==> src/nss_pkg.sv <==
// ============================================================================
// nss_pkg
// shared types, codes and constants of the note step sequencer
// ============================================================================
package nss_pkg;

    localparam int MAX_STEPS   = 32;
    localparam int STEP_IDX_W  = $clog2(MAX_STEPS);

    localparam int ACTION_W    = 3;
    localparam int NOTE_W      = 7;
    localparam int PCT_W       = 7;
    localparam int RATCHET_W   = 4;
    localparam int COUNT_W     = 6;
    localparam int DIR_W       = 2;
    localparam int EVENT_W     = 2;
    localparam int RUN_W       = 2;

    localparam int IN_TDATA_W  = 48;
    localparam int IN_TUSER_W  = ACTION_W;
    localparam int OUT_TDATA_W = 32;
    localparam int OUT_TUSER_W = EVENT_W;
    localparam int CFG_INDEX_W = 1;
    localparam int CFG_DATA_W  = COUNT_W;

    // action codes
    localparam logic [ACTION_W-1:0] ACT_TICK   = 3'd0;
    localparam logic [ACTION_W-1:0] ACT_START  = 3'd1;
    localparam logic [ACTION_W-1:0] ACT_STOP   = 3'd2;
    localparam logic [ACTION_W-1:0] ACT_PAUSE  = 3'd3;
    localparam logic [ACTION_W-1:0] ACT_WRITE  = 3'd4;

    // event codes
    localparam logic [EVENT_W-1:0] EV_NONE    = 2'd0;
    localparam logic [EVENT_W-1:0] EV_NOTE    = 2'd1;
    localparam logic [EVENT_W-1:0] EV_GATEOFF = 2'd2;
    localparam logic [EVENT_W-1:0] EV_SKIP    = 2'd3;

    // run states
    localparam logic [RUN_W-1:0] RUN_STOPPED = 2'd0;
    localparam logic [RUN_W-1:0] RUN_PLAYING = 2'd1;
    localparam logic [RUN_W-1:0] RUN_PAUSED  = 2'd2;

    // play directions
    localparam logic [DIR_W-1:0] DIR_FWD    = 2'd0;
    localparam logic [DIR_W-1:0] DIR_BWD    = 2'd1;
    localparam logic [DIR_W-1:0] DIR_PINGPONG = 2'd2;
    localparam logic [DIR_W-1:0] DIR_RANDOM = 2'd3;

    // register indexes
    localparam logic [CFG_INDEX_W-1:0] REG_STEP_COUNT = 1'd0;
    localparam logic [CFG_INDEX_W-1:0] REG_PLAY_DIR   = 1'd1;

    // reset values
    localparam logic [NOTE_W-1:0]    DEF_NOTE       = 7'd60;
    localparam logic [PCT_W-1:0]     DEF_GATE       = 7'd50;
    localparam logic [PCT_W-1:0]     FULL_PCT       = 7'd100;
    localparam logic [RATCHET_W-1:0] DEF_RATCHET    = 4'd1;
    localparam logic [COUNT_W-1:0]   DEF_STEP_COUNT = 6'd8;

    typedef struct packed {
        logic [NOTE_W-1:0]    note;
        logic [PCT_W-1:0]     gate;
        logic [PCT_W-1:0]     prob;
        logic [RATCHET_W-1:0] ratchet;
        logic                 rest;
    } step_entry_t;

    localparam step_entry_t DEF_ENTRY = '{
        note:    DEF_NOTE,
        gate:    DEF_GATE,
        prob:    FULL_PCT,
        ratchet: DEF_RATCHET,
        rest:    1'b0
    };

    typedef struct packed {
        logic capture;
        logic execute;
    } ctrl_cmd_t;

endpackage

==> src/nss_step_store.sv <==
// ============================================================================
// nss_step_store
// step table in flip-flops, one write port, one read port
// ============================================================================
module nss_step_store
(
    input  logic                           clk,
    input  logic                           rst_n,
    input  logic                           wr_en,
    input  logic [nss_pkg::STEP_IDX_W-1:0] wr_addr,
    input  nss_pkg::step_entry_t           wr_data,
    input  logic [nss_pkg::STEP_IDX_W-1:0] rd_addr,
    output nss_pkg::step_entry_t           rd_data
);
    import nss_pkg::*;

    step_entry_t entry_reg [MAX_STEPS];

    always_ff @(posedge clk or negedge rst_n)
    begin
        if (!rst_n)
        begin
            for (int i = 0; i < MAX_STEPS; i++)
            begin
                entry_reg[i] <= DEF_ENTRY;
            end
        end
        else if (wr_en)
        begin
            entry_reg[wr_addr] <= wr_data;
        end
    end

    assign rd_data = entry_reg[rd_addr];

endmodule

==> src/nss_datapath.sv <==
// ============================================================================
// nss_datapath
// input register, sequencer state, step advance logic and result register
// ============================================================================
module nss_datapath
(
    input  logic                            clk,
    input  logic                            rst_n,
    input  nss_pkg::ctrl_cmd_t              cmd,
    input  logic [nss_pkg::IN_TDATA_W-1:0]  in_tdata,
    input  logic [nss_pkg::IN_TUSER_W-1:0]  in_tuser,
    output logic [nss_pkg::OUT_TDATA_W-1:0] out_tdata,
    output logic [nss_pkg::OUT_TUSER_W-1:0] out_tuser,
    input  logic                            cfg_wr,
    input  logic [nss_pkg::CFG_INDEX_W-1:0] cfg_index,
    input  logic [nss_pkg::CFG_DATA_W-1:0]  cfg_data
);
    import nss_pkg::*;

    typedef struct packed {
        logic [STEP_IDX_W-1:0] cur;
        logic                  bounce;
    } move_t;

    function automatic move_t move_on(
        input logic [STEP_IDX_W-1:0] cur,
        input logic [STEP_IDX_W-1:0] last,
        input logic [DIR_W-1:0]      dir,
        input logic                  bounce,
        input logic [STEP_IDX_W-1:0] rnd
    );
        move_t m;
        m.cur    = cur;
        m.bounce = bounce;
        case (dir)
            DIR_FWD:
            begin
                m.cur = (cur >= last) ? '0 : cur + 1'b1;
            end
            DIR_BWD:
            begin
                m.cur = (cur == '0 || cur > last) ? last : cur - 1'b1;
            end
            DIR_PINGPONG:
            begin
                if (last == '0)
                begin
                    m.cur    = '0;
                    m.bounce = 1'b1;
                end
                else
                begin
                    if (bounce)
                    begin
                        m.cur = (cur < last) ? cur + 1'b1 : last - 1'b1;
                    end
                    else
                    begin
                        m.cur = (cur > '0) ? cur - 1'b1 : STEP_IDX_W'(1);
                    end
                    if (m.cur >= last)
                    begin
                        m.bounce = 1'b0;
                    end
                    else if (m.cur == '0)
                    begin
                        m.bounce = 1'b1;
                    end
                end
            end
            default:
            begin
                m.cur = (rnd > last) ? last : rnd;
            end
        endcase
        return m;
    endfunction

    // captured item
    logic [IN_TDATA_W-1:0] in_data_reg;
    logic [IN_TUSER_W-1:0] in_user_reg;

    // sequencer state
    logic [STEP_IDX_W-1:0] cur_reg,    cur_next;
    logic [RUN_W-1:0]      run_reg,    run_next;
    logic                  bounce_reg, bounce_next;
    logic [RATCHET_W-1:0]  rc_reg,     rc_next;
    logic [COUNT_W-1:0]    count_reg,  count_next;
    logic [DIR_W-1:0]      dir_reg,    dir_next;

    // result payload
    logic [OUT_TDATA_W-1:0] res_data_reg, res_data_next;
    logic [OUT_TUSER_W-1:0] res_user_reg, res_user_next;

    // fields of the captured item
    logic [ACTION_W-1:0]   action;
    logic [STEP_IDX_W-1:0] step_index;
    logic [PCT_W-1:0]      roll;
    logic [STEP_IDX_W-1:0] rnd;
    step_entry_t           wr_entry;

    assign action         = in_user_reg;
    assign step_index     = in_data_reg[4:0];
    assign wr_entry.note    = in_data_reg[11:5];
    assign wr_entry.gate    = in_data_reg[18:12];
    assign wr_entry.prob    = in_data_reg[25:19];
    assign wr_entry.ratchet = in_data_reg[29:26];
    assign wr_entry.rest    = in_data_reg[30];
    assign roll           = in_data_reg[37:31];
    assign rnd            = in_data_reg[42:38];

    step_entry_t           cur_entry;
    logic                  store_wr;
    logic [STEP_IDX_W-1:0] last;
    logic [RATCHET_W-1:0]  rc_inc;
    logic [COUNT_W-1:0]    cfg_len;
    move_t                 mv;

    assign store_wr = cmd.execute && (action == ACT_WRITE);
    assign last     = STEP_IDX_W'(count_reg - 1'b1);
    assign rc_inc   = rc_reg + 1'b1;
    assign cfg_len  = cfg_data;
    assign mv       = move_on(cur_reg, last, dir_reg, bounce_reg, rnd);

    nss_step_store u_store
    (
        .clk     (clk),
        .rst_n   (rst_n),
        .wr_en   (store_wr),
        .wr_addr (step_index),
        .wr_data (wr_entry),
        .rd_addr (cur_reg),
        .rd_data (cur_entry)
    );

    always_comb
    begin
        logic [EVENT_W-1:0] ev;
        logic [NOTE_W-1:0]  note;
        logic [PCT_W-1:0]   gate;
        logic               adv;
        ev          = EV_NONE;
        note        = '0;
        gate        = '0;
        adv         = 1'b0;
        cur_next    = cur_reg;
        run_next    = run_reg;
        bounce_next = bounce_reg;
        rc_next     = rc_reg;
        count_next  = count_reg;
        dir_next    = dir_reg;

        if (cmd.execute)
        begin
            case (action)
                ACT_TICK:
                begin
                    if (run_reg == RUN_PLAYING)
                    begin
                        if (cur_entry.prob < FULL_PCT && roll > cur_entry.prob)
                        begin
                            ev  = EV_SKIP;
                            adv = 1'b1;
                        end
                        else if (cur_entry.rest)
                        begin
                            ev  = EV_GATEOFF;
                            adv = 1'b1;
                        end
                        else
                        begin
                            ev   = EV_NOTE;
                            note = cur_entry.note;
                            gate = cur_entry.gate;
                            if (cur_entry.ratchet > DEF_RATCHET)
                            begin
                                if (rc_inc >= cur_entry.ratchet)
                                begin
                                    rc_next = '0;
                                    adv     = 1'b1;
                                end
                                else
                                begin
                                    rc_next = rc_inc;
                                end
                            end
                            else
                            begin
                                adv = 1'b1;
                            end
                        end
                    end
                    if (adv)
                    begin
                        cur_next    = mv.cur;
                        bounce_next = mv.bounce;
                    end
                end
                ACT_START:
                begin
                    cur_next    = '0;
                    run_next    = RUN_PLAYING;
                    bounce_next = 1'b1;
                end
                ACT_STOP:
                begin
                    cur_next = '0;
                    run_next = RUN_STOPPED;
                    ev       = EV_GATEOFF;
                end
                ACT_PAUSE:
                begin
                    if (run_reg == RUN_PLAYING)
                    begin
                        run_next = RUN_PAUSED;
                        ev       = EV_GATEOFF;
                    end
                    else if (run_reg == RUN_PAUSED)
                    begin
                        run_next = RUN_PLAYING;
                    end
                end
                default:
                begin
                end
            endcase
        end
        else if (cfg_wr)
        begin
            case (cfg_index)
                REG_STEP_COUNT:
                begin
                    if (cfg_len >= COUNT_W'(1) && cfg_len <= COUNT_W'(MAX_STEPS))
                    begin
                        count_next = cfg_len;
                        if (COUNT_W'(cur_reg) >= cfg_len)
                        begin
                            cur_next = '0;
                        end
                    end
                end
                default:
                begin
                    dir_next    = cfg_data[DIR_W-1:0];
                    bounce_next = 1'b1;
                end
            endcase
        end

        res_user_next = ev;
        res_data_next = {7'd0, (run_next == RUN_PLAYING), cur_next, cur_reg, gate, note};
    end

    always_ff @(posedge clk)
    begin
        if (cmd.capture)
        begin
            in_data_reg <= in_tdata;
            in_user_reg <= in_tuser;
        end
        if (cmd.execute)
        begin
            res_data_reg <= res_data_next;
            res_user_reg <= res_user_next;
        end
    end

    always_ff @(posedge clk or negedge rst_n)
    begin
        if (!rst_n)
        begin
            cur_reg    <= '0;
            run_reg    <= RUN_STOPPED;
            bounce_reg <= 1'b1;
            rc_reg     <= '0;
            count_reg  <= DEF_STEP_COUNT;
            dir_reg    <= DIR_FWD;
        end
        else
        begin
            cur_reg    <= cur_next;
            run_reg    <= run_next;
            bounce_reg <= bounce_next;
            rc_reg     <= rc_next;
            count_reg  <= count_next;
            dir_reg    <= dir_next;
        end
    end

    assign out_tdata = res_data_reg;
    assign out_tuser = res_user_reg;

endmodule

==> src/nss_ctrl.sv <==
// ============================================================================
// nss_ctrl
// controller: capture, execute and output handshake
// ============================================================================
module nss_ctrl
(
    input  logic               clk,
    input  logic               rst_n,
    input  logic               in_valid,
    output logic               in_ready,
    output logic               out_valid,
    input  logic               out_ready,
    output nss_pkg::ctrl_cmd_t cmd
);
    import nss_pkg::*;

    localparam logic ST_IDLE = 1'b0;
    localparam logic ST_EXEC = 1'b1;

    logic state_reg, state_next;
    logic out_valid_reg, out_valid_next;

    always_comb
    begin
        state_next     = state_reg;
        out_valid_next = out_valid_reg;
        cmd.capture    = 1'b0;
        cmd.execute    = 1'b0;
        in_ready       = 1'b0;

        if (out_valid_reg && out_ready)
        begin
            out_valid_next = 1'b0;
        end

        case (state_reg)
            ST_IDLE:
            begin
                in_ready = 1'b1;
                if (in_valid)
                begin
                    cmd.capture = 1'b1;
                    state_next  = ST_EXEC;
                end
            end
            ST_EXEC:
            begin
                // result register must be free or emptying this cycle
                if (!out_valid_reg || out_ready)
                begin
                    cmd.execute    = 1'b1;
                    out_valid_next = 1'b1;
                    state_next     = ST_IDLE;
                end
            end
            default:
            begin
                state_next = ST_IDLE;
            end
        endcase
    end

    always_ff @(posedge clk or negedge rst_n)
    begin
        if (!rst_n)
        begin
            state_reg     <= ST_IDLE;
            out_valid_reg <= 1'b0;
        end
        else
        begin
            state_reg     <= state_next;
            out_valid_reg <= out_valid_next;
        end
    end

    assign out_valid = out_valid_reg;

endmodule

==> src/note_step_sequencer_unit.sv <==
// ============================================================================
// note_step_sequencer_unit
// music step sequencer with a 32 entry step table and play/pause/stop control
// ============================================================================
// usage
//   s_axis carries one action per item: tick, start, stop, pause/resume or
//   step write, selected by tuser; tdata holds the step contents to write
//   and the random roll and random step used by a tick.
//   m_axis returns exactly one result item per input item: the event kind in
//   tuser, note, gate length, handled step, next step and play flag in tdata.
//   cfg writes step_count (index 0) and play_direction (index 1); write only
//   while no item is in flight. cfg_ready is always high.
// timing
//   an item is captured in the idle state and executed from the exec state,
//   so the block takes no new item until the last one has executed; the result
//   appears on m_axis the cycle after execution.
//   the single result register decouples the sides: a new item is taken
//   while a result still waits, and execution holds when the receiver stalls.
// reset
//   rst_n clears the run state to stopped, step 0, bounce up, length 8,
//   forward direction, and loads every step with note 60, gate 50,
//   probability 100, ratchet 1; the block is ready right after reset.
// ============================================================================
module note_step_sequencer_unit
(
    input  logic                            clk,
    input  logic                            rst_n,

    input  logic                            s_axis_tvalid,
    output logic                            s_axis_tready,
    // step_index[4:0], new_note[11:5], new_gate_length[18:12],
    // new_probability[25:19], new_ratchet[29:26], new_rest[30],
    // random_roll[37:31], random_step[42:38], zero fill [47:43]
    input  logic [nss_pkg::IN_TDATA_W-1:0]  s_axis_tdata,
    // action[2:0]
    input  logic [nss_pkg::IN_TUSER_W-1:0]  s_axis_tuser,

    output logic                            m_axis_tvalid,
    input  logic                            m_axis_tready,
    // note_out[6:0], gate_length_out[13:7], played_step[18:14],
    // next_step[23:19], is_playing[24], zero fill [31:25]
    output logic [nss_pkg::OUT_TDATA_W-1:0] m_axis_tdata,
    // event_res[1:0]
    output logic [nss_pkg::OUT_TUSER_W-1:0] m_axis_tuser,

    input  logic                            cfg_valid,
    output logic                            cfg_ready,
    input  logic [nss_pkg::CFG_INDEX_W-1:0] cfg_index,
    input  logic [nss_pkg::CFG_DATA_W-1:0]  cfg_data
);
    import nss_pkg::*;

    ctrl_cmd_t cmd;
    logic      cfg_wr;

    // configuration must only be written while idle, so it never races an item; the block does not enforce this
    assign cfg_ready = 1'b1;
    assign cfg_wr    = cfg_valid && cfg_ready;

    nss_ctrl u_ctrl
    (
        .clk       (clk),
        .rst_n     (rst_n),
        .in_valid  (s_axis_tvalid),
        .in_ready  (s_axis_tready),
        .out_valid (m_axis_tvalid),
        .out_ready (m_axis_tready),
        .cmd       (cmd)
    );

    nss_datapath u_datapath
    (
        .clk       (clk),
        .rst_n     (rst_n),
        .cmd       (cmd),
        .in_tdata  (s_axis_tdata),
        .in_tuser  (s_axis_tuser),
        .out_tdata (m_axis_tdata),
        .out_tuser (m_axis_tuser),
        .cfg_wr    (cfg_wr),
        .cfg_index (cfg_index),
        .cfg_data  (cfg_data)
    );

endmodule
==> config.mk <==
export PLATFORM = sky130hd
export DESIGN_NAME = note_step_sequencer_unit
export DESIGN_NICKNAME = d
export VERILOG_FILES = /design/src/nss_pkg.sv /design/src/nss_step_store.sv /design/src/nss_datapath.sv /design/src/nss_ctrl.sv /design/src/note_step_sequencer_unit.sv
export SDC_FILE = /design/constraint.sdc
export NUM_CORES = 1
export LEC_CHECK = 0
export BUFFER_PORTS_ARGS = -buffer_cell sky130_fd_sc_hd__buf_2
export CORE_ASPECT_RATIO = 0.6
export CORE_MARGIN = 2
export CORE_UTILIZATION = 57
export DETAILED_ROUTE_END_ITERATION = 6
export PLACE_DENSITY = 0.83
export SLEW_MARGIN = 0
export SYNTH_ARGS = -nofsm -noshare
export SYNTH_HDL_FRONTEND = slang
export SYNTH_SLANG_ARGS = --single-unit
==> constraint.sdc <==
create_clock -name clk -period 5.05 [get_ports clk]
set_input_delay 1.01 -clock clk [delete_from_list [all_inputs] [get_ports clk]]
set_output_delay 1.01 -clock clk [all_outputs]
set_load 0.01 [all_outputs]
* Yosys cells after proc, flatten, opt, wreduce, memory -nomap -nowiden
Cells that the tools add are included.
Storage, ports and cells: register bits after elaboration 926, input bits 63
Operators by class: $add $sub $neg 5, order comparisons 16, equality and inequality tests 13, multiplexer cells 58, bitwise logic cells 9, reductions and logical operators 21
Operator list (number):
- 832-bit bitwise mux | 1
- 26-bit binary-select mux with 5-bit select | 1
- 26-bit demux with 5-bit select | 1
- 26-bit 2-to-1 mux | 3
- 5-bit 2-to-1 mux | 14
- 1-bit 2-to-1 mux | 23
- 5-bit zero test | 3
- 5-bit case mux with 3 select lines | 1
- 5-bit by 1-bit subtractor with 5-bit output, second input constant | 3
- 2-bit 2-to-1 mux | 7
- 6-bit greater-or-equal comparator, second input constant | 2
- 5-bit NOT with 6-bit output | 2
- 2-bit case mux with 3 select lines | 2
- 6-bit AND reduction | 2
- 5-bit greater-or-equal comparator | 2
- 5-bit > comparator | 2
- 5-bit case mux with 2 select lines | 1
- 3-bit != test, second input constant | 3
- 7-bit > comparator | 1
- 7-bit less-than comparator, second input constant | 1
- 1-bit NOT | 7
- 2-bit by 1-bit equality test with 1-bit output, second input constant | 3
- 3-bit by 2-bit equality test with 1-bit output, second input constant | 2
- 5-bit by 6-bit greater-or-equal comparator with 1-bit output | 1
- 26 further kinds | 34

* Depth between registers and ports, before layout
depth in word-level cells 15, gate-level depth with buffers 25, mapped depth without buffers 20

* By module
Synthesis repeated with hierarchy kept, for this count alone.
Second synthesis, totals: cells, all modules 3262, area total of the unflattened synthesis 44178.6 um2
Modules (own cells, without submodules):
- nss_step_store | times used 1, cells each 2807, area an instance 39013.7 um2, sequential area each 21260.4 um2
- nss_datapath | times used 1, cells each 445, area an instance 5059.9 um2, sequential area each 2670.1 um2
- nss_ctrl | times used 1, cells each 8, area an instance 93.8 um2, sequential area each 50.0 um2
- note_step_sequencer_unit | times used 1, cells each 2, area an instance 11.3 um2, sequential area each 0.0 um2

* Worst setup path after synthesis
No wires, ideal clock.
path type reg-to-reg, start reg u_datapath.cur_reg[0], end reg u_datapath.rc_reg[0], library setup time 0.076 ns, arrival 4.875 ns, data required time 4.974 ns, slack 0.099 ns, stages on the path, launching flop included 23, buffers on the path 9, cell sequence dfrtp_1 -> buf_6 -> buf_12 -> buf_12 -> buf_6 -> buf_4 -> buf_4 -> clkbuf_1 -> buf_2 -> mux4_2 -> mux4_2 -> mux2i_1 -> ha_1 -> nor2b_1 -> o21a_1 -> o21a_1 -> o21ai_0 -> a21o_1 -> o211ai_4 -> or3b_1 -> buf_2 -> or2_1 -> o21ai_1
Between the ends: cells in the longest elaborated chain, start to end 8, elaborated cells between the ends (all ways) 13, those cells by class order compare (4); mux (4); bitwise (3); reduce/logical (2)
Ends and longest elaborated chain:
- start: declaration | line nss_datapath.sv:84 | logic [STEP_IDX_W-1:0] cur_reg, cur_next;
- start signal: assignment | line nss_datapath.sv:281 | cur_reg <= cur_next;
- 5-bit NOT with 6-bit output (not written as such) (*) | line nss_step_store.sv:34 | assign rd_data = entry_reg[rd_addr];
- 26-bit binary-select mux with 5-bit select (*) | line nss_step_store.sv:34
- 26-bit 2-to-1 mux (not written as such) (*) (2 in series) | line nss_step_store.sv:34
- 7-bit less-than comparator / 7-bit > comparator (equally long branches) | line nss_datapath.sv:160 | if (cur_entry.prob < FULL_PCT && roll > cur_entry.prob)
- 1-bit logical AND | line nss_datapath.sv:160
- 1-bit NOT (no line)
- 6-bit AND reduction (no line)
- end signal: assignment | line nss_datapath.sv:284 | rc_reg <= rc_next;
- end: declaration | line nss_datapath.sv:87 | logic [RATCHET_W-1:0] rc_reg, rc_next;
Mark *: on every way between the ends. The rest lies on a longest branch, timed or not. The select of a mux whose other input is x is not followed. A chain may end at the register's enable or synchronous reset.

* Worst setup path after layout
start reg u_datapath.cur_reg[0], end reg u_datapath.res_data_reg[22] (netlist: u_datapath.out_tdata[22]) (data pin)
Between the ends: cells in the longest elaborated chain, start to end 15, elaborated cells between the ends (all ways) 41, those cells by class add/sub (2); order compare (9); mux (26); bitwise (1); reduce/logical (3)
Ends and longest elaborated chain:
- 5-bit NOT with 6-bit output (not written as such) | line nss_step_store.sv:34
- 26-bit binary-select mux with 5-bit select | line nss_step_store.sv:34
- 26-bit 2-to-1 mux (not written as such) (2 in series) | line nss_step_store.sv:34
- 4-bit greater-or-equal comparator | line nss_datapath.sv:177 | if (rc_inc >= cur_entry.ratchet)
- 1-bit 2-to-1 mux | line nss_datapath.sv:177
- 1-bit 2-to-1 mux | line nss_datapath.sv:175 | if (cur_entry.ratchet > DEF_RATCHET)
- 1-bit 2-to-1 mux | line nss_datapath.sv:165 | else if (cur_entry.rest)
- 1-bit 2-to-1 mux | line nss_datapath.sv:160
- 1-bit 2-to-1 mux | line nss_datapath.sv:158 | if (run_reg == RUN_PLAYING)
- 1-bit 2-to-1 mux | line nss_datapath.sv:155 | case (action)
- 1-bit 2-to-1 mux | line nss_datapath.sv:153 | if (cmd.execute)
- 5-bit 2-to-1 mux | line nss_datapath.sv:193 | if (adv)
- 5-bit case mux with 2 select lines | line nss_datapath.sv:155
- 5-bit 2-to-1 mux (*) | line nss_datapath.sv:153
- via u_datapath.cur_next[3] | line nss_datapath.sv:84
- end signal: assignment | line nss_datapath.sv:263 | res_data_reg <= res_data_next;
- end: declaration | line nss_datapath.sv:92 | logic [OUT_TDATA_W-1:0] res_data_reg, res_data_next;
Mark *: on every way through the listed nets, which the timed path passes. The rest lies on a longest branch. The select of a mux whose other input is x is not followed.

==> out/metrics.csv <==
metric,value,unit
setup_viol,0,
drc,0,
detail_route.wl_per_cell,29.6,um
power,0.0210,W
synth_area_leaders,"dfrtp_1 29%, mux2_2 22%, dfstp_2 22%",
yosysMostFrequentCell,mux2_2,
hold_viol_final,0,
cts_tree,built,
finalNonFillerCells,3804,
slew_viol_final,0,
dpl.hpwl,69700,um
synthArstFlopShare,0.921,
design_area,0.0474,sq mm
worstPathArrival,5270,ps
place_area,0.0447,sq mm
synth_top_area_frac,0.291,
ant_nets,0,
dr.pass1.iters,5,
nFillCells,5007,
clkSlewWorstSetupHoldPaths,70,ps
drive_gt1_frac,0.631,
pin_count,100,
cts_max_level,3,
crit_path_max_fanout,29,
antenna_found_initial,0,
max_freq,0.210,GHz
leakage,20.5,nW
status,"complete, no violations",
synth_top_area_cell,dfrtp_1,
yosysUniqueCellTypes,73,
die_y,216,um
critPathCaptureType,flip-flop,
synth_edf_count,73,
synthCells,2712,
ys.warnings.count,0,
die_x,358,um
cts_resized,0,
synth_common_cells,"837 x mux2_2, 499 x dfrtp_1, 354 x dfstp_2",
synth_seq_cells,926,
grt_pass1_wl,171000,um
grt_max_degree,133,
drtIter0Drc,2451,
peakVddDrop,0.296,mV
grt.total_usage,0.299,
antenna_cells,0,
pwr_density_cell,444,mW/mm^2
fin_nets,2839,
reg2reg_depth,13,
io_buffers,86,
crit_required,5540,ps
ys.flop_type,dfrtp_1,
cts_sinks,926,
fin_crit_sh,0.945,
coreArea,0.0740,sq mm
worst-setup-path-type,flip-flop to flip-flop,
grt-ovfl-total,0,
syn_to_final_growth,10.7,%
finalWirelength,113000,um
slew_headroom,0.253,
numCtsBuffers,84,
die_area,0.0775,sq mm
start_util,0.579,
maxCapViolations,0,
worstSetupStartpointType,flip-flop,
place_inst,3647,
ys_seq_area_frac,0.559,
vias_per_cell,6.64,
first_global_vias,26900,
clockRootBuffer,clkbuf_16,
clock_latency,680,ps
worstMarginPinSlew,1120,ps
synth.avg_cell_area,15.8,sq um
fin_tns_setup,0,ps
hold_path.class,input port to asynchronous set/reset pin,
gp_congestion,0.929,
grt_setup_unrepaired,false,
cts_hold_repair.buffers,0,
largest_reg_flops,832,
rows,77,
hold_ws,394,ps
finClkSkew,30.9,ps
cts_setup_buffers,0,
vias,25300,
min_period,4770,ps
syn_area,0.0429,sq mm
clockBufferDepth,3,
rrSetupSlack,280,ps
## critical path, stage by stage, from the launching register on
cell       delay, ps
dfrtp_4          850
buf_4            540
mux4_1           620
a22o_1           250
a211oi_1         270
a21o_1           300
ha_1             310
o21a_1           110
o22ai_1          160
a21o_1           230
o211a_1          230
o21ai_1           80
a31oi_1          400
o2bb2ai_1        200
## cells in the final DEF, fill, tap and decap left out, types with 9 or more instances in the layout
master	Yosys	layout
clkbuf_1	192	23
nor2_1	47	23
o221ai_1	15	15
o21ai_1	10	10
edfxtp_1	73	73
dfstp_2	354	354
inv_1	23	22
mux2i_1	34	34
a21oi_1	38	38
nor2_4	0	24
clkbuf_8	0	20
nand3_1	14	13
clkinv_2	0	15
nand3b_1	9	9
buf_12	3	23
mux4_2	225	225
nand2b_1	13	11
ha_1	30	30
mux2_2	837	837
o21ai_0	23	23
clkbuf_16	0	85
buf_4	12	76
dfrtp_1	499	494
xnor2_1	12	12
nand2_1	73	72
buf_2	22	85
## final cells by class
cell class	count	area, sq um	area share
Tap cell	987	1230	0.0260
Sequential cell	926	24000	0.506
Inverter	24	90.1	0.00190
Clock buffer	128	2490	0.0525
Multi-Input combinational cell	1525	17900	0.378
Timing Repair Buffer	185	1470	0.0310
Clock inverter	29	220	0.00464
## through the flow
stage	setup slack, ps	utilization
floorplan	99.0	-
global placement	418	0.605
detailed placement	318	0.605
CTS	305	0.641
global route	7.20	0.641
finish	278	0.641
## power by group
| group | internal (W) | switching (W) |
|---|---|---|
| Combinational | 0.00229 | 0.00265 |
| Clock | 0.00348 | 0.00286 |
| Sequential | 0.00873 | 0.00104 |
## kinds of logic (layout without fill, tap and decap cells)
kind of cell,Yosys count,count (layout),synth area share
simple gates,203,203,0.0234
flops,926,926,0.559
mux,1104,1104,0.351
buf+inv,267,366,0.0271
fa+ha+maj,32,32,0.00922
xor+xnor,16,16,0.00327
other cells,2,8,0.000175
compound gates,162,162,0.0265
## layer usage
metal | GRT usage | vias up | share of wire
met2 | 0.438 | 1063 | 0.45
met4 | 0.0934 | 0 | 0.028
met5 | 0 | - | 0
met1 | 0.441 | 13800 | 0.44
met3 | 0.0787 | 209 | 0.087
li1 | - | 10200 | -
## path summary, 6_finish.rpt
check / start / end
worst max-delay path: u_datapath.cur_reg[0] / u_datapath.out_tdata[22]
worst min-delay path: rst_n / u_datapath.u_store.entry_reg[457]
worst max register to register: u_datapath.cur_reg[0] / u_datapath.out_tdata[22]
worst min register to register: u_datapath.u_store.entry_reg[358] / u_datapath.u_store.entry_reg[358]
max in group asynchronous: rst_n / u_datapath.u_store.entry_reg[2]
min in group clk: u_datapath.u_store.entry_reg[358] / u_datapath.u_store.entry_reg[358]
Power figures use the tool's default switching activity.
